**config.mk**
```make
export PLATFORM = sky130hd
export DESIGN_NAME = rc4sc_engine
export DESIGN_NICKNAME = d
export VERILOG_FILES = /design/src/rtl/rc4sc_pkg.sv /design/src/rtl/rc4sc_engine.sv
export SDC_FILE = /design/constraint.sdc
export NUM_CORES = 2
export LEC_CHECK = 0
export ABC_AREA = 1
export BUFFER_PORTS_ARGS = -buffer_cell sky130_fd_sc_hd__buf_4
export CORE_ASPECT_RATIO = 0.8
export CORE_MARGIN = 8
export CORE_UTILIZATION = 40
export DETAILED_ROUTE_END_ITERATION = 10
export SLEW_MARGIN = 30
export SYNTH_ARGS = -nofsm -noshare
export SYNTH_HDL_FRONTEND = slang
export SYNTH_SLANG_ARGS = --single-unit
export TNS_END_PERCENT = 30
```
**constraint.sdc**
```tcl
create_clock -name clock -period 16.4 [get_ports clock]
set_input_delay 1.64 -clock clock [delete_from_list [all_inputs] [get_ports clock]]
set_output_delay 1.64 -clock clock [all_outputs]
set_load 0.005 [all_outputs]
```
**src/rtl/rc4sc_pkg.sv**
```systemverilog
// Shared types, constants and state encoding for the RC4 stream cipher block.
`default_nettype none
package rc4sc_pkg;

   localparam int KEY_MAX_DEF = 256;
   localparam int LEN_W       = 9;
   localparam int BYTE_W      = 8;

   localparam logic OP_KEY  = 1'b0;
   localparam logic OP_DATA = 1'b1;

   localparam logic STATUS_OK    = 1'b0;
   localparam logic STATUS_NOKEY = 1'b1;

   typedef struct packed {
      logic              opcode;
      logic [BYTE_W-1:0] value;
      logic              last;
   } req_type;

   typedef struct packed {
      logic [BYTE_W-1:0] result_byte;
      logic              status;
   } rsp_type;

   typedef enum logic {
      KIND_KEY,
      KIND_DATA
   } kind_type;

   // Classified beat handed from the front queue to the engine.
   typedef struct packed {
      kind_type          kind;
      logic [BYTE_W-1:0] value;
      logic              last;
   } job_type;

   typedef enum logic [3:0] {
      ST_IDLE,
      ST_INIT,
      ST_KS_RDN,
      ST_KS_RDA,
      ST_KS_WRN,
      ST_KS_WRA,
      ST_D_RDJ,
      ST_D_WRI,
      ST_D_WRJ,
      ST_D_RDT,
      ST_D_OUT
   } state_type;

endpackage
`default_nettype wire

```
**src/rtl/rc4sc_engine.sv**
```systemverilog
// Back end: key memory, permutation memory, key schedule and keystream sequencer.
`default_nettype none
module rc4sc_engine #(
   parameter int KEY_MAX = rc4sc_pkg::KEY_MAX_DEF
) (
   input  wire logic              clock,
   input  wire logic              reset,
   input  wire logic              job_valid,
   output logic                   job_ready,
   input  wire rc4sc_pkg::job_type job,
   input  wire logic              res_free,
   output logic                   res_valid,
   output rc4sc_pkg::rsp_type     res
);
   import rc4sc_pkg::*;

   localparam int KEY_AW = (KEY_MAX > 1) ? $clog2(KEY_MAX) : 1;

   logic [BYTE_W-1:0] smem [256];
   logic [BYTE_W-1:0] kmem [KEY_MAX];
   logic [BYTE_W-1:0] s_rd_ff, k_rd_ff;

   state_type   st_ff, st_in;
   logic [7:0]  n_ff, n_in;
   logic [LEN_W-1:0] kpos_ff, kpos_in, len_ff, len_in, len_eff, kpos_inc;
   logic [7:0]  acc_ff, acc_in, i_ff, i_in, j_ff, j_in, si_ff, si_in, t_ff, t_in;
   logic        keyok_ff, keyok_in;
   logic [7:0]  val_ff, val_in;
   logic        last_ff, last_in;

   logic        s_we, k_we;
   logic [7:0]  s_wa, s_wd, s_ra;
   logic [KEY_AW-1:0] k_wa, k_ra;
   logic        accept, store;

   assign accept   = job_valid && job_ready;
   assign len_eff  = keyok_ff ? '0 : len_ff;
   assign store    = (len_eff < LEN_W'(KEY_MAX));
   assign kpos_inc = kpos_ff + LEN_W'(1);

   // Next state.
   always_comb begin
      st_in = st_ff;
      unique case (st_ff)
         ST_IDLE: begin
            if (accept) begin
               if (job.kind == KIND_KEY) begin
                  st_in = job.last ? ST_INIT : ST_IDLE;
               end else if (keyok_ff) begin
                  st_in = ST_D_RDJ;
               end
            end
         end
         ST_INIT:   st_in = (n_ff == 8'hFF) ? ST_KS_RDN : ST_INIT;
         ST_KS_RDN: st_in = ST_KS_RDA;
         ST_KS_RDA: st_in = ST_KS_WRN;
         ST_KS_WRN: st_in = ST_KS_WRA;
         ST_KS_WRA: st_in = (n_ff == 8'hFF) ? ST_IDLE : ST_KS_RDN;
         ST_D_RDJ:  st_in = ST_D_WRI;
         ST_D_WRI:  st_in = ST_D_WRJ;
         ST_D_WRJ:  st_in = ST_D_RDT;
         ST_D_RDT:  st_in = ST_D_OUT;
         ST_D_OUT: begin
            if (res_free) begin
               st_in = last_ff ? ST_INIT : ST_IDLE;
            end
         end
         default:   st_in = ST_IDLE;
      endcase
   end

   // Memory controls, result and datapath next values.
   always_comb begin
      job_ready = 1'b0;
      res_valid = 1'b0;
      res.result_byte = val_ff ^ s_rd_ff;
      res.status      = STATUS_OK;
      s_we = 1'b0; s_wa = n_ff; s_wd = n_ff; s_ra = n_ff;
      k_we = 1'b0; k_wa = len_eff[KEY_AW-1:0]; k_ra = kpos_ff[KEY_AW-1:0];
      n_in = n_ff; kpos_in = kpos_ff; len_in = len_ff; acc_in = acc_ff;
      i_in = i_ff; j_in = j_ff; si_in = si_ff; t_in = t_ff;
      keyok_in = keyok_ff; val_in = val_ff; last_in = last_ff;
      unique case (st_ff)
         ST_IDLE: begin
            job_ready = res_free;
            if (accept) begin
               val_in  = job.value;
               last_in = job.last;
               n_in    = 8'd0;
               if (job.kind == KIND_KEY) begin
                  // A key beat after a complete key starts a new key.
                  keyok_in = 1'b0;
                  k_we     = store;
                  len_in   = len_eff + LEN_W'(store);
               end else if (keyok_ff) begin
                  i_in = i_ff + 8'd1;
                  s_ra = i_in;
               end else begin
                  res_valid       = 1'b1;
                  res.result_byte = job.value;
                  res.status      = STATUS_NOKEY;
               end
            end
         end
         ST_INIT: begin
            s_we = 1'b1;
            n_in = n_ff + 8'd1;
            kpos_in = '0;
            acc_in  = 8'd0;
         end
         ST_KS_RDN: begin
            s_ra = n_ff;
         end
         ST_KS_RDA: begin
            acc_in = acc_ff + k_rd_ff + s_rd_ff;
            si_in  = s_rd_ff;
            s_ra   = acc_in;
         end
         ST_KS_WRN: begin
            s_we = 1'b1; s_wa = n_ff; s_wd = s_rd_ff;
         end
         ST_KS_WRA: begin
            s_we = 1'b1; s_wa = acc_ff; s_wd = si_ff;
            n_in    = n_ff + 8'd1;
            kpos_in = (kpos_inc >= len_ff) ? '0 : kpos_inc;
            if (n_ff == 8'hFF) begin
               keyok_in = 1'b1;
               i_in = 8'd0;
               j_in = 8'd0;
            end
         end
         ST_D_RDJ: begin
            si_in = s_rd_ff;
            j_in  = j_ff + s_rd_ff;
            s_ra  = j_in;
         end
         ST_D_WRI: begin
            s_we = 1'b1; s_wa = i_ff; s_wd = s_rd_ff;
            t_in = si_ff + s_rd_ff;
         end
         ST_D_WRJ: begin
            s_we = 1'b1; s_wa = j_ff; s_wd = si_ff;
         end
         ST_D_RDT: begin
            s_ra = t_ff;
         end
         ST_D_OUT: begin
            // Keep the address so the keystream byte stays on the read port.
            s_ra      = t_ff;
            res_valid = res_free;
            n_in      = 8'd0;
         end
         default: begin
         end
      endcase
   end

   always_ff @(posedge clock) begin
      if (reset) begin
         st_ff    <= ST_IDLE;
         len_ff   <= '0;
         keyok_ff <= 1'b0;
         i_ff     <= 8'd0;
         j_ff     <= 8'd0;
      end else begin
         st_ff    <= st_in;
         len_ff   <= len_in;
         keyok_ff <= keyok_in;
         i_ff     <= i_in;
         j_ff     <= j_in;
      end
   end

   // Working registers of the sequencer.
   always_ff @(posedge clock) begin
      n_ff    <= n_in;
      kpos_ff <= kpos_in;
      acc_ff  <= acc_in;
      si_ff   <= si_in;
      t_ff    <= t_in;
      val_ff  <= val_in;
      last_ff <= last_in;
   end

   // Permutation memory: one write and one registered read per cycle.
   always_ff @(posedge clock) begin
      if (s_we) begin
         smem[s_wa] <= s_wd;
      end
      s_rd_ff <= smem[s_ra];
   end

   // Key memory.
   always_ff @(posedge clock) begin
      if (k_we) begin
         kmem[k_wa] <= val_in;
      end
      k_rd_ff <= kmem[k_ra];
   end

endmodule
`default_nettype wire

```
==> metrics.yaml <==
syn_nets: 14100
dp_cells: 18800
max_freq_ghz: 0.130
cts.path.max_buffers: 4
yosys_warnings: 0
rows: 214
crit_path_start: "s_rd_ff[0]"
grt.total_usage_pct: 21.1
worstReg2RegStart: "s_rd_ff[0]"
peakVddDrop_v: 0.0000950
cts_sinks: 4192
avgRoutedWirePerCell_um: 25.2
via_count: 113000
relSlewSlack_pct: 26.2
p_per_area_nw_per_um2: 128
synth.area.top_cells: "edfxtp_1 73%, nand3_1 6.1%, nand2_1 4.9%, nor2_1 4.3%, o21ai_0 3.9%"
grt_pass1_wl_um: 722000
antenna_found_initial: 25
synth.ff_latch_count: 4192
post_cts_resized: 0
cap_violations: 0
worstPathMaxFanout: 202
holdBufCountCts: 0
yosysMostFrequentCell: "edfxtp_1"
worstPathArrival_ns: 8.56
grt-ovfl-total: 0
setup.worst_path.start_class: "flip-flop"
root_buffer: "clkbuf_16"
drtIter0Drc: 16100
setup_violations: 0
numCtsBuffers: 425
htreeDepth: 5
fin_worst_skew_ns: 0.158
die_x_um: 745
start_util_pct: 40.1
finalCritPeriodShare_pct: 46.8
coreArea_um2: 424000
cts.clk_slew.worst_paths_ns: 0.06
fin_tns_setup_ns: 0
synth_cell_types: 51
grt_max_degree: 203
grt_pass1_vias: 103000
drc: 0
yosys.area.top_type_share_pct: 73.0
die_height_um: 600
status: "completed"
insertion_delay_ns: 1.04
tightestPinTransition_ns: 1.11
postRouteAntennaNets: 0
mappedNetlistArea_um2: 170000
regToRegEndpoint: "s_rd_ff[5]"
port-buffer-count: 24
first_pass_iters: 8
rrSetupSlack_ns: 8.73
area_delta_synth_final_pct: 11.0
critical_path_class: "flip-flop to flip-flop"
routed_wl_um: 494000
slew_viol_final: 0
async_reset_ff_share_pct: 0
seq_area_frac_synth_pct: 73.6
syn_inst: 14000
nets: 13700
gp_congestion: 0.840
post_drt_via_cell_ratio: 5.77
cts_tree: "done"
die_area_um2: 447000
synth_edf_count: 4138
rr_worst_depth: 21
min_period_ns: 7.67
dp_hpwl_um: 272000
power.leakage_uw: 0.0617
grt_setup_unrepaired: "false"
cp-end-kind: "flip-flop"
fin_hold_ws_ns: 0.464
instances_no_fill: 19600
synth_commonest_cells: "4138 x edfxtp_1, 2203 x nand2_1, 2092 x nand3_1"
drive_above_1_share_pct: 6.76
hold_path.class: "flip-flop to flip-flop"
final-hold-violation-count: 0
postSynthAreaPerCell_um2: 12.2
post_cts_buffers: 0
crit_end: "s_rd_ff[5]"
critPathRequiredTime_ns: 17.30
io_pins: 25
synth_ff_type: "edfxtp_1"
synth_largest_area_cell: "edfxtp_1"
[registers in the layout, indices dropped and copies added (netlist names), 4 cells and up]
signal,cells
kpos_ff,9
k_rd_ff,8
n_ff,8
val_ff,8
smem,2048
acc_ff,8
i_ff,8
s_rd_ff,8
len_ff,9
st_ff,4
j_ff,8
kmem,2048
t_ff,8
si_ff,8
[report_power, final]
part           internal (uW)  leakage (uW)  switching, uW
Sequential             12100        0.0379           29.4
Clock                   5290       0.00650           4160
Combinational            574        0.0173           1970
[worst max-delay path, stage by stage, from the launching register on]
cell	delay [ns]
dfxtp_1	0.98
inv_1	0.30
fa_1	0.63
nand3b_1	0.13
nand2_1	0.10
nor2_4	0.10
buf_4	0.45
nand4_1	0.35
nand2_8	0.52
buf_4	0.64
buf_4	0.78
buf_12	0.71
nand2_1	0.11
nand3_1	0.11
nand3_1	0.17
nand3_1	0.15
nand3_1	0.09
nand3_1	0.19
nand3_1	0.37
nand2_1	0.15
nand2_1	0.06
nand2_1	0.06
[how the worst min path moves through the flow]
| stage | from | slack (ns) | endpoint | cells past startpoint |
|---|---|---|---|---|
| 2_1_floorplan | s_rd_ff[7] | 0.41 | si_ff[7] | 0 |
| 3_3_place_gp | i_ff[7] | 0.45 | i_ff[7] | 2 |
| 3_5_place_dp | i_ff[7] | 0.46 | i_ff[7] | 2 |
| 4_1_cts | i_ff[7] | 0.46 | i_ff[7] | 2 |
| 5_1_grt | j_ff[3] | 0.50 | j_ff[3] | 2 |
| 6_report | i_ff[7] | 0.46 | i_ff[7] | 2 |
[layout by cell type (no fill, tap or decap), types with 98 or more instances in the layout]
cell       instances
buf_4            201
clkbuf_16        427
clkinv_1          98
edfxtp_1        4138
inv_1            140
nand2_1         2178
nand3_1         2078
nand4_1          159
nor2_1          1920
o21ai_0         1321
o22ai_1          618
[per-layer routing]
| layer | wire, um | vias to the layer above | track usage (%) |
|---|---|---|---|
| li1 | - | 50300 | - |
| met1 | 220000 | 56200 | 32.9 |
| met2 | 207000 | 6026 | 29.8 |
| met3 | 54900 | 730 | 4.47 |
| met4 | 11900 | 14 | 5.16 |
| met5 | 81 | - | 0 |
[area by class of cell]
cell class / instances / area [um^2]
Fill cell: 38200 / 235000
Sequential cell: 4192 / 125000
Multi-Input combinational cell: 8641 / 40400
Clock buffer: 527 / 11100
Tap cell: 5616 / 7030
Clock inverter: 240 / 2220
Timing Repair Buffer: 238 / 2220
Inverter: 161 / 634
Antenna cell: 6 / 15.0
[cell families (layout without fill, tap and decap cells)]
group | Yosys count | after routing | synth area share (%)
compound gates | 2095 | 2095 | 6.77
xor+xnor | 35 | 35 | 0.180
fa+ha+maj | 44 | 44 | 0.367
buf+inv | 1159 | 1166 | 2.92
flops | 4192 | 4192 | 73.6
other cells | 0 | 6 | 0
simple gates | 6467 | 6467 | 16.1
[metrics by stage]
stage               total power, uW  area, um^2  setup slack [ns]  util (%)
finish                        24100      189000              8.73      44.5
global route                  24800      189000              8.52      44.5
CTS                           24200      189000              9.02      44.5
detailed placement            14900      175000              8.90      41.3
global placement              14800      175000              8.60      41.3
floorplan                     14100      170000              2.24         -
Note: power is estimated with default switching activity, not from simulation.
