File: src/rtl/rc4sc_pkg.sv
// Shared types, constants and state encoding for the RC4 stream cipher block.
`default_nettype none
package rc4sc_pkg;

   localparam int KEY_MAX_DEF = 256;
   localparam int LEN_W       = 9;
   localparam int BYTE_W      = 8;

   localparam logic OP_KEY  = 1'b0;
   localparam logic OP_DATA = 1'b1;

   localparam logic STATUS_OK    = 1'b0;
   localparam logic STATUS_NOKEY = 1'b1;

   typedef struct packed {
      logic              opcode;
      logic [BYTE_W-1:0] value;
      logic              last;
   } req_type;

   typedef struct packed {
      logic [BYTE_W-1:0] result_byte;
      logic              status;
   } rsp_type;

   typedef enum logic {
      KIND_KEY,
      KIND_DATA
   } kind_type;

   // Classified beat handed from the front queue to the engine.
   typedef struct packed {
      kind_type          kind;
      logic [BYTE_W-1:0] value;
      logic              last;
   } job_type;

   typedef enum logic [3:0] {
      ST_IDLE,
      ST_INIT,
      ST_KS_RDN,
      ST_KS_RDA,
      ST_KS_WRN,
      ST_KS_WRA,
      ST_D_RDJ,
      ST_D_WRI,
      ST_D_WRJ,
      ST_D_RDT,
      ST_D_OUT
   } state_type;

endpackage
`default_nettype wire

File: src/rtl/rc4sc_front.sv
// Input queue that accepts beats, tags them as key or data and hands them to the engine.
`default_nettype none
module rc4sc_front (
   input  wire logic              clock,
   input  wire logic              reset,
   input  wire logic              push,
   output logic                   full,
   input  wire rc4sc_pkg::req_type item,
   output logic                   job_valid,
   input  wire logic              job_ready,
   output rc4sc_pkg::job_type     job
);
   import rc4sc_pkg::*;

   req_type    q_ff [2];
   logic       wr_ptr_ff, wr_ptr_in;
   logic       rd_ptr_ff, rd_ptr_in;
   logic [1:0] cnt_ff, cnt_in;
   logic       do_push, do_pop;
   req_type    head;

   assign full      = (cnt_ff == 2'd2);
   assign job_valid = (cnt_ff != 2'd0);
   assign do_push   = push && !full;
   assign do_pop    = job_valid && job_ready;
   assign head      = q_ff[rd_ptr_ff];

   // Classify the oldest beat by its opcode.
   always_comb begin
      job.kind  = (head.opcode == OP_DATA) ? KIND_DATA : KIND_KEY;
      job.value = head.value;
      job.last  = head.last;
   end

   // Pointer and count update.
   always_comb begin
      wr_ptr_in = do_push ? ~wr_ptr_ff : wr_ptr_ff;
      rd_ptr_in = do_pop ? ~rd_ptr_ff : rd_ptr_ff;
      cnt_in    = cnt_ff + {1'b0, do_push} - {1'b0, do_pop};
   end

   always_ff @(posedge clock) begin
      if (reset) begin
         wr_ptr_ff <= 1'b0;
         rd_ptr_ff <= 1'b0;
         cnt_ff    <= 2'd0;
      end else begin
         wr_ptr_ff <= wr_ptr_in;
         rd_ptr_ff <= rd_ptr_in;
         cnt_ff    <= cnt_in;
      end
   end

   // Payload storage needs no reset.
   always_ff @(posedge clock) begin
      if (do_push) begin
         q_ff[wr_ptr_ff] <= item;
      end
   end

endmodule
`default_nettype wire

File: config.mk
export PLATFORM = sky130hd
export DESIGN_NAME = rc4sc_front
export DESIGN_NICKNAME = d
export VERILOG_FILES = /design/src/rtl/rc4sc_pkg.sv /design/src/rtl/rc4sc_front.sv
export SDC_FILE = /design/constraint.sdc
export NUM_CORES = 1
export LEC_CHECK = 0
export BUFFER_PORTS_ARGS = -buffer_cell sky130_fd_sc_hd__buf_4
export CAP_MARGIN = 0
export CORE_AREA = 4 4 43 60
export DETAILED_ROUTE_END_ITERATION = 10
export DIE_AREA = 0 0 47 64
export GPL_TIMING_DRIVEN = 0
export HOLD_SLACK_MARGIN = 0.12
export PLACE_DENSITY = 0.72
export SYNTH_ARGS = -nofsm -noshare
export SYNTH_HDL_FRONTEND = slang
export SYNTH_SLANG_ARGS = --single-unit
export TNS_END_PERCENT = 50
File: constraint.sdc
create_clock -name clock -period 2.1 [get_ports clock]
set_clock_uncertainty 0.1 [all_clocks]
set_input_delay 0.42 -clock clock [delete_from_list [all_inputs] [get_ports clock]]
set_output_delay 0.42 -clock clock [all_outputs]
set_load 0.03 [all_outputs]
==> results of run 1 <==
-- path summary, 6_finish.rpt --
| path | startpoint | end | slack, ns | depth (start not counted) |
|---|---|---|---|---|
| max reg2reg | cnt_ff[0]$_SDFF_PP0_ | q_ff[0][7]$_DFFE_PP_ | 0.44 | 4 |
| max | flop | job[9] | 0.17 | 3 |
| min reg2reg | rd_ptr_ff$_SDFFE_PP0P_ | rd_ptr_ff$_SDFFE_PP0P_ | 0.43 | 2 |
| min | item[6] | q_ff[0][6]$_DFFE_PP_ | 0.19 | 1 |
-- cells in the final DEF, fill, tap and decap left out --
cell / instances
a21oi_1: 1
and3_2: 1
xor2_1: 1
edfxtp_1: 20
clkbuf_1: 1
mux2_1: 9
ha_1: 2
o21ai_0: 1
xnor2_1: 2
nand2b_2: 1
o21a_2: 1
clkbuf_4: 3
inv_1: 3
buf_2: 1
nand2_1: 1
mux2_2: 1
dfxtp_1: 5
or3_1: 1
inv_2: 1
nor2_1: 3
nor2b_1: 1
or2_2: 1
buf_4: 25
-- worst max-delay path, stage by stage, from the launching register on --
cell and delay (ns):
dfxtp_1 0.33, buf_2 0.24, mux2_2 0.37, buf_4 0.17
-- power groups by stage --
stage / clock network [mW] / logic (mW) / registers (mW)
2_1_floorplan: 0 / 0.374 / 0.655
3_3_place_gp: 0 / 0.534 / 0.660
3_5_place_dp: 0 / 0.545 / 0.666
4_1_cts: 0.205 / 0.547 / 0.655
5_1_grt: 0.232 / 0.580 / 0.661
6_report: 0.203 / 0.534 / 0.653
-- layer usage --
layer	up-vias	GRT usage, %	part of all wire (%)
met5	-	0	0
met3	4	2.82	6.9
met2	19	18.0	51
met1	246	11.3	38
li1	260	-	-
met4	0	9.34	3.5
-- flip-flops by register name, indices dropped and copies added (netlist names), named ones only --
register and flops:
cnt_ff 2, q_ff 20, rd_ptr_ff 1, wr_ptr_ff 1
-- logic make-up (layout without fill, tap and decap cells) --
family | after synthesis | count (layout)
AOI/OAI and AO/OA | 3 | 3
xor gates and xnor gates | 3 | 3
adders and majority gates | 2 | 2
buffers and inverters | 5 | 34
DFF | 25 | 25
muxes | 10 | 10
and+or+nand+nor | 9 | 9
-- final cells by class --
class	count	area (sq um)	area share (%)
inverter	4	15.0	1.26
buffer	1	5.00	0.419
timing repair buffer	25	188	15.7
clock buffer	4	26.3	2.20
tap	22	27.5	2.30
multi-input combinational	27	233	19.5
sequential	25	701	58.6
-- Yosys cell counts (all sizes together) --
cell type,number
a21oi,1
and3,1
buf,1
dfxtp,5
edfxtp,20
ha,2
inv,4
mux2,10
nand2,1
nand2b,1
nor2,3
nor2b,1
o21a,1
o21ai,1
or2,1
or3,1
xnor2,2
xor2,1
==> impl_results.md, run 1 <==
- Vias: roughly 530
- CTS H-Tree Depth: 1
- HP Class: in -> reg
- Worst setup margin: 0.171 ns
- CTS clk-pin slew, worst paths: 0.12 ns
- Cell accounting for the most synthesized area: edfxtp_1
- Synth top area cells: edfxtp_1, mux2_1, dfxtp_1
- WP data arrival: 1.41 ns
- PostCTS Resize Cnt: 0
- Via count of the first global-routing pass: 552
- XOR/XNOR Fraction of Synth Area: 2.76%
- FMAX: 519 MHz
- Pleak: approximately 0.49 nW
- Filler instances: approximately 180
- Crit-path max FO: 10
- Largest net degree at the start of global routing: 14
- Remaining Overflow, GRT: 0
- Sw Ratio: 33.6%
- Routed len/inst: 13.9 um
- Critical Path RT: roughly 1.6 ns
- NetSw: 0.467 mW
- Netlist Area Pre-Place: 953 sq um
- Root Driver: clkbuf_4
- Synth cell types: 20
- Post-CTS setup buffer count: 0
- Clock Sink Count: 25
- Post-synth top area share: 63.0%
- Setup TNS: 0 ns
- Startpoint Class: flop
- Combinational share of power: about two fifths
- Layout area overhead: 25.3%
- # Max-Cap Violations: 0
- Unrepaired setup endpoints after global routing: no
- Max Root-Sink Buffers: 2
- Worst vdd ir: 820 uV
- Row count: 20
- CTS tree: yes
- Initial antenna violation count: 0
- Clk pwr share: approximately 15%
- Placed cell areas: ~1200 sq um
- Initial Util: 45.4%
- Layout cell share with drive strength beyond 1: 40.7%
- Power Total: 1.39 mW
- Worst-Skew Late Latency: 0.31 ns
- Synthesis Warnings: 0
- DRC: 0
- Worst-Margin Slew: about 0.38 ns
- Cts bufs inserted: 3
- Seq cells post-synth: 25
- PD cells: approximately 1200 nW/um^2
- Post-synthesis sequential area ratio: 73.5%
- Die ar.: 3010 sq um
- Status: finished clean
- Part of the power in registers: ~47%
- Ant. Diodes: 0
- Dpl cells: 104
- Global-route wire length before repair: 2250 um
- Setup WS pre-CTS: 0.378 ns
- Vias per cell: 4.90
- Count of mapped cells out of synthesis: 57
- Routability cong.: roughly 0.63
- Fin area: 1190 sq um
- Chip width: 47 um
- Relative slew slack: 74.8%
- Avg Cell Area, Syn: 16.7 sq um
- Hold Violations, Final: 0
- # nets final: 103
- Dpl hpwl: 1160 um
- GRT Total Usage: 11.2%
- Final non-filler cell total: 108
- Antenna viol nets, final: 0
- Tcrit/Tclk final: 91.8%
- Max Slew Vio Count: 0
- Setup violations, final: 0
- Adder-Cell Fraction of Synth Area: 2.62%
- Minimum clock period: 1.93 ns
- Int Pwr: slightly above 0.9 mW
- Post-synthesis net count: 73
- DR iter-0 viols: 5
- Fin Hold WS: 0.187 ns
- CP Capture Type: primary output
- Die Height: 64 um
- Synth Area in Simple Gates: 5.25%
- Post-layout util: between 50% and 60%
- Post-CTS Hold Buffers: 0
- Complex-gate fraction of the synthesized area: 1.97%
- Initial DRT Pass Iterations: 4
- Port buffer count: 25
- Core footprint: 2100 sq um
- Largest family of logic cells by synthesized area: multiplexers
- IO Count: 26
- Mux cell area share after synthesis: a little under an eighth
- Final wirelength: 1500 um
- CP Class: reg -> out
Power figures use the tool's default switching activity.
==> run 2: changes to the inputs <==
--- a/config.mk
+++ b/config.mk
@@ -7,12 +7,12 @@
 export LEC_CHECK = 0
 export BUFFER_PORTS_ARGS = -buffer_cell sky130_fd_sc_hd__buf_4
 export CAP_MARGIN = 0
-export CORE_AREA = 4 4 43 60
+export CORE_AREA = 4 4 45 63
 export DETAILED_ROUTE_END_ITERATION = 10
-export DIE_AREA = 0 0 47 64
+export DIE_AREA = 0 0 49 67
 export GPL_TIMING_DRIVEN = 0
 export HOLD_SLACK_MARGIN = 0.12
-export PLACE_DENSITY = 0.72
+export PLACE_DENSITY = 0.68
 export SYNTH_ARGS = -nofsm -noshare
 export SYNTH_HDL_FRONTEND = slang
 export SYNTH_SLANG_ARGS = --single-unit
==> constraint.sdc (replaced) <==
create_clock -name clock -period 1.55 [get_ports clock]
set_clock_uncertainty 0.1 [all_clocks]
set_input_delay 0.31 -clock clock [delete_from_list [all_inputs] [get_ports clock]]
set_output_delay 0.31 -clock clock [all_outputs]
set_load 0.03 [all_outputs]
==> impl_results.md, run 2 (synthesis gave the netlist of run 1 again) <==
- Layout area overhead: 57.0% (was 25.3%)
- Critical Path RT: 1.14 ns (was 1.58 ns)
- # Max-Cap Violations: 0 (unchanged)
- DR iter-0 viols: 9 (was 5)
- Worst setup margin: -0.122 ns (was 0.171 ns)
- IO Count: 26 (unchanged)
- Fin area: 1500 sq um (was 1190 sq um)
- Violated checks: setup timing
- Die ar.: 3280 sq um (was 3010 sq um)
- Vias: 592 (was 529)
- Port buffer count: 25 (unchanged)
- Worst vdd ir: 869 uV (was 820 uV)
- Die Height: 67 um (was 64 um)
- GRT Total Usage: 12.1% (was 11.2%)
- Most common cell after layout, fill and taps aside: edfxtp_1 (was buf_4)
- Filler instances: 173 (was 183)
- R2r endpoint: cnt_ff[1]$_SDFF_PP0_ (was q_ff[0][7]$_DFFE_PP_)
- Relative slew slack: 83.2% (was 74.8%)
- Pleak: 0.605 nW (was 0.492 nW)
- Global-route wire length before repair: 3030 um (was 2250 um)
- Max Root-Sink Buffers: 2 (unchanged)
- Initial antenna violation count: 0 (unchanged)
- Row count: 21 (was 20)
- Most frequent cells in the layout: edfxtp_1, buf_4, buf_6 (was buf_4, edfxtp_1, mux2_1)
- FMAX: 598 MHz
- Layout cell share with drive strength beyond 1: 57.4% (was 40.7%)
- Routed len/inst: 14.1 um (was 13.9 um)
- PD cells: 1530 nW/um^2 (was 1160 nW/um^2)
- Tcrit/Tclk final: 108%
- Remaining Overflow, GRT: 0 (unchanged)
- Crit-path max FO: 5 (was 10)
- Status: finished, violations left (was finished clean)
- Initial Util: 41.2% (was 45.4%)
- CTS H-Tree Depth: 1 (unchanged)
- HP Class: in -> reg (unchanged)
- Top flop regs: q_ff (20), cnt_ff (2) (unchanged)
- Power Total: 2.28 mW (was 1.39 mW)
- Max Slew Vio Count: 0 (unchanged)
- Core footprint: 2310 sq um (was 2100 sq um)
- Startpoint Class: flop (unchanged)
- Setup WS pre-CTS: -0.101 ns (was 0.378 ns)
- WP data arrival: 1.26 ns (was 1.41 ns)
- R2r setup slk: -0.03 ns (was 0.44 ns)
- Largest reg by FF count: q_ff (unchanged)
- CP Class: reg -> out (unchanged)
- CTS tree: yes (unchanged)
- Chip width: 49 um (was 47 um)
- Dpl hpwl: 1090 um (was 1160 um)
- Initial DRT Pass Iterations: 2 (was 4)
- CTS clk-pin slew, worst paths: 0.13 ns (was 0.12 ns)
- Logic depth of the worst register-to-register path: 7 (was 4)
- Worst-Skew Late Latency: 0.31 ns (about the same)
- Vias per cell: 4.77 (was 4.90)
- Root Driver: clkbuf_4 (unchanged)
- # nets final: 118 (was 103)
- CP Capture Type: primary output (unchanged)
- Hold Violations, Final: 0 (unchanged)
- Cts bufs inserted: 3 (unchanged)
- HP Start: push (was item[6])
- Worst-Margin Slew: 0.252 ns (was 0.378 ns)
- Largest net degree at the start of global routing: 14 (unchanged)
- Setup TNS: -1.20 ns (was 0 ns)
- DRC: 0 (unchanged)
- Clock Sink Count: 25 (unchanged)
- Final wirelength: 1750 um (was 1500 um)
- Routability cong.: 0.594 (was 0.629)
- Max reg flops: 20 (unchanged)
- Unrepaired setup endpoints after global routing: yes (was no)
- Hold endpoint: wr_ptr_ff$_SDFFE_PP0N_ (was q_ff[0][6]$_DFFE_PP_)
- R2R Path Start: cnt_ff[0]$_SDFF_PP0_ (unchanged)
- Minimum clock period: between 1.5 and 2 ns
- Setup violations, final: 11 (was 0)
- Ant. Diodes: 0 (unchanged)
- Via count of the first global-routing pass: 639 (was 552)
- Placed cell areas: 1170 sq um (about the same)
- Antenna viol nets, final: 0 (unchanged)
- Hold Path Stages: 4 (was 1)
[run 2: layer usage]
layer / wire, um / track usage [%] / vias up / part of all wire, %
met4: 0 / 4.04 / 0 / 0
met1: 663 / 13.3 / 279 / 38
met3: 103 / 3.58 / 0 / 5.9
li1: - / - / 294 / -
met5: 0 / 0 / - / 0
met2: 983 / 22.1 / 19 / 56
[run 2: area by class of cell]
type / instances / area (sq um) / area share [%]
inverters: 4 / 18.8 / 1.25
clock buffers: 4 / 26.3 / 1.76
repair buffers: 40 / 373 / 24.9
plain buffers: 1 / 11.3 / 0.753
multi-input cells: 27 / 329 / 22.0
well taps: 23 / 28.8 / 1.92
flip-flops and latches: 25 / 709 / 47.4
[run 2: worst max path at each step]
stage          cells after the start              endpoint  slack, ns                 start
6_report                           3                job[1]      -0.12                  flop
5_1_grt                            3                job[1]      -0.18                  flop
4_1_cts                            3                job[2]      -0.13                  flop
3_5_place_dp                       4  q_ff[0][8]$_DFFE_PP_      -0.10  cnt_ff[0]$_SDFF_PP0_
3_3_place_gp                       4  q_ff[0][8]$_DFFE_PP_      -0.09  cnt_ff[0]$_SDFF_PP0_
2_1_floorplan                      4  q_ff[0][0]$_DFFE_PP_      0.003  cnt_ff[0]$_SDFF_PP0_
[run 2: what timing repair did]
action                                 4_1_cts  5_1_grt
pin swaps                                    6        6
gates resized for setup                     38        4
buffers inserted                             3        0
cloned                                       1        0
setup endpoints to repair                   22       22
hold buffers                                11        0
endpoints found under the hold margin       25        0
[run 2: stage by stage]
step	instances	hold slack, ns	utilization [%]
after floorplan	57	0.279	-
after global placement	105	0.365	50.6
after detailed placement	105	0.374	50.6
after CTS	124	0.270	64.1
after global routing	124	0.313	64.7
final	124	0.288	64.7
[run 2: power breakdown]
group	total, mW	internal [mW]	switching [mW]	leakage, nW
Sequential	0.923	0.858	0.0657	0.230
Combinational	1.09	0.579	0.508	0.361
Clock	0.273	0.100	0.173	0.0150
Total	2.28	1.54	0.746	0.605
[run 2: critical path, stage by stage, from the launching register on]
cell and delay (ns):
dfxtp_2 0.38, buf_6 0.14, mux2_4 0.31, buf_6 0.14
==> run 3: changes to the inputs <==
--- a/config.mk
+++ b/config.mk
@@ -5,14 +5,16 @@
 export SDC_FILE = /design/constraint.sdc
 export NUM_CORES = 1
 export LEC_CHECK = 0
+export ABC_AREA = 0
 export BUFFER_PORTS_ARGS = -buffer_cell sky130_fd_sc_hd__buf_4
 export CAP_MARGIN = 0
-export CORE_AREA = 4 4 45 63
+export CORE_AREA = 4 4 44 61
+export CTS_BUF_LIST = sky130_fd_sc_hd__clkbuf_2 sky130_fd_sc_hd__clkbuf_4 sky130_fd_sc_hd__clkbuf_8
 export DETAILED_ROUTE_END_ITERATION = 10
-export DIE_AREA = 0 0 49 67
+export DIE_AREA = 0 0 48 65
 export GPL_TIMING_DRIVEN = 0
 export HOLD_SLACK_MARGIN = 0.12
-export PLACE_DENSITY = 0.68
+export PLACE_DENSITY = 0.72
 export SYNTH_ARGS = -nofsm -noshare
 export SYNTH_HDL_FRONTEND = slang
 export SYNTH_SLANG_ARGS = --single-unit
==> impl_results.md, run 3 (synthesis gave the netlist of run 1 again) <==
- Logic depth of the worst register-to-register path: 7 (unchanged)
- Multi-input gate area: 309 sq um (was 329 sq um)
- Placed cell areas: 1170 sq um (about the same)
- Fin area: 1450 sq um (was 1500 sq um)
- Max Slew Vio Count: 0 (unchanged)
- Hold Violations, Final: 0 (unchanged)
- PD cells: 1520 nW/um^2 (was 1530 nW/um^2)
- CP Capture Point: job[4] (was job[1])
- Port buffer count: 25 (unchanged)
- Critical-path cell list: buf_6 -> mux2_4 -> buf_6 (unchanged)
- Final wirelength: 1810 um (was 1750 um)
- FMAX: 603 MHz (was 598 MHz)
- Levels on crit path: 3 (unchanged)
- Dpl cells: 104 (was 105)
- Filler instances: 146 (was 173)
- Antenna viol nets, final: 0 (unchanged)
- Combinational share of power: 45.3% (was 47.6%)
- Int Pwr: 1.49 mW (was 1.54 mW)
- HP Class: in -> reg (unchanged)
- Vias per cell: 4.91 (was 4.77)
- Max Root-Sink Buffers: 2 (unchanged)
- Critical path's largest stage delay: 0.36 ns (was 0.38 ns)
- Initial DRT Pass Iterations: 3 (was 2)
- # Max-Cap Violations: 0 (unchanged)
- Row count: 20 (was 21)
- DRC: 0 (unchanged)
- R2r setup slk: -0.10 ns (was -0.03 ns)
- Initial antenna violation count: 0 (unchanged)
- # nets final: 115 (was 118)
- Via count of the first global-routing pass: 636 (was 639)
- IO Count: 26 (unchanged)
- Chip width: 48 um (was 49 um)
- Global-route wire length before repair: 2620 um (was 3030 um)
- Top flop regs: q_ff (20), cnt_ff (2) (unchanged)
- Layout cell share with drive strength beyond 1: 56.1% (was 57.4%)
- WP data arrival: 1.25 ns (was 1.26 ns)
- Largest net degree at the start of global routing: 14 (unchanged)
- DR iter-0 viols: 6 (was 9)
- Dpl hpwl: 1120 um (was 1090 um)
- FF+latch area: 707 sq um (was 709 sq um)
- Worst-Margin Slew: 0.254 ns (was 0.252 ns)
- Vias: 589 (was 592)
- Unrepaired setup endpoints after global routing: yes (unchanged)
- Relative slew slack: 83.1% (was 83.2%)
- Ant. Diodes: 0 (unchanged)
- Tcrit/Tclk final: 107% (was 108%)
- Most frequent cells in the layout: edfxtp_1, buf_4, buf_6 (unchanged)
- Max reg flops: 20 (unchanged)
- CP Class: reg -> out (unchanged)
- Pleak: 0.591 nW (was 0.605 nW)
- Most common cell after layout, fill and taps aside: edfxtp_1 (unchanged)
- CP Capture Type: primary output (unchanged)
- CTS clk-pin slew, worst paths: 0.13 ns (about the same)
- Die ar.: 3120 sq um (was 3280 sq um)
- Cts bufs inserted: 3 (unchanged)
- Slowest cell on crit path: dfxtp_2 (unchanged)
- Largest reg by FF count: q_ff (unchanged)
- Worst-Skew Late Latency: 0.31 ns (about the same)
- Die Height: 65 um (was 67 um)
- Remaining Overflow, GRT: 0 (unchanged)
- WP buf/inv: 2 (unchanged)
- Status: finished, violations left (unchanged)
- CP delay by family, top: flip-flops (unchanged)
- GRT Total Usage: 12.4% (was 12.1%)
- Layout area overhead: 52.5% (was 57.0%)
- Crit-path max FO: 5 (unchanged)
- Violated checks: setup timing (unchanged)
- Worst setup margin: -0.107 ns (was -0.122 ns)
- Most frequent CP cell: buf_6 (unchanged)
- Power Total: 2.21 mW (was 2.28 mW)
- CTS tree: yes (unchanged)
- Critical Path RT: 1.14 ns (about the same)
- NetSw: 0.726 mW (was 0.746 mW)
- Setup violations, final: 12 (was 11)
- Part of the power in registers: 41.5% (was 40.4%)
- Startpoint Class: flop (unchanged)
- R2R Path Start: cnt_ff[1]$_SDFF_PP0_ (was cnt_ff[0]$_SDFF_PP0_)
- Setup TNS: -1.10 ns (was -1.20 ns)
- Final non-filler cell total: 120 (was 124)
- Clock Sink Count: 25 (unchanged)
- Post-layout util: 67.6% (was 64.7%)
- Initial Util: 44.3% (was 41.2%)
- Core footprint: 2150 sq um (was 2310 sq um)
- Routability cong.: 0.671 (was 0.594)
- Routed len/inst: 15.1 um (was 14.1 um)
- Post-CTS setup buffer count: 0 (was 3)
- CTS H-Tree Depth: 1 (unchanged)
- Clk pwr share: 13.3% (was 12.0%)
- Worst vdd ir: 863 uV (was 869 uV)
- R2r endpoint: cnt_ff[1]$_SDFF_PP0_ (unchanged)
- Root Driver: clkbuf_4 (unchanged)
- Minimum clock period: 1.66 ns (was 1.67 ns)
- Sw Ratio: 32.8% (was 32.7%)
run 3: per-stage QoR:
stage               hold slack (ns)  setup WS (ns)
floorplan                     0.279        0.00266
global placement              0.367        -0.0809
detailed placement            0.384        -0.0857
CTS                           0.278         -0.123
global route                  0.314         -0.187
finish                        0.297         -0.107
run 3: metal layers:
metal  part of all wire (%)  wire length [um]  vias up  track usage, %
li1                       -                 -      286               -
met3                    4.7                85        4            2.50
met5                      0                 0        -               0
met2                     59              1070       17            23.0
met4                    1.8                33        0            6.06
met1                     34               622      282            11.5
run 3: power by group through the flow:
stage          clock network, mW  logic [mW]  registers (mW)
4_1_cts                    0.300       0.935           0.901
3_5_place_dp                   0       0.738           0.899
2_1_floorplan                  0       0.507           0.887
5_1_grt                    0.335        1.08           0.928
3_3_place_gp                   0       0.725           0.893
6_report                   0.294        1.00           0.918
run 3: final cells by class:
type | count | area share (%)
tap | 22 | 1.89
inverter | 4 | 1.29
clock buffer | 4 | 2.07
sequential | 25 | 48.6
timing repair buffer | 37 | 24.1
multi-input combinational | 27 | 21.3
buffer | 1 | 0.775
run 3: repair_timing:
| item | 4_1_cts | 5_1_grt |
|---|---|---|
| gates resized for setup | 28 | 10 |
| pin swaps | 0 | 4 |
| setup endpoints to repair | 22 | 22 |
| hold buffers | 11 | 0 |
| endpoints found under the hold margin | 25 | 0 |
| gates cloned | 1 | 0 |
run 3: worst min-delay path by stage:
| stage | depth (start not counted) | start | endpoint |
|---|---|---|---|
| 2_1_floorplan | 1 | reset | wr_ptr_ff$_SDFFE_PP0N_ |
| 3_3_place_gp | 2 | wr_ptr_ff$_SDFFE_PP0N_ | wr_ptr_ff$_SDFFE_PP0N_ |
| 3_5_place_dp | 2 | wr_ptr_ff$_SDFFE_PP0N_ | wr_ptr_ff$_SDFFE_PP0N_ |
| 4_1_cts | 4 | push | wr_ptr_ff$_SDFFE_PP0N_ |
| 5_1_grt | 4 | push | wr_ptr_ff$_SDFFE_PP0N_ |
| 6_report | 4 | push | wr_ptr_ff$_SDFFE_PP0N_ |
run 3: worst reg2reg max path, delay by kind of cell (launching register included):
kind / cells / cell delay, ns
buffers and inverters: 1 / 0.02
flip-flops: 1 / 0.39
AO/OA/AOI/OAI: 1 / 0.21
AND/OR/NAND/NOR: 1 / 0.07
XOR/XNOR: 2 / 0.35
adder cells (fa/ha/maj): 2 / 0.42
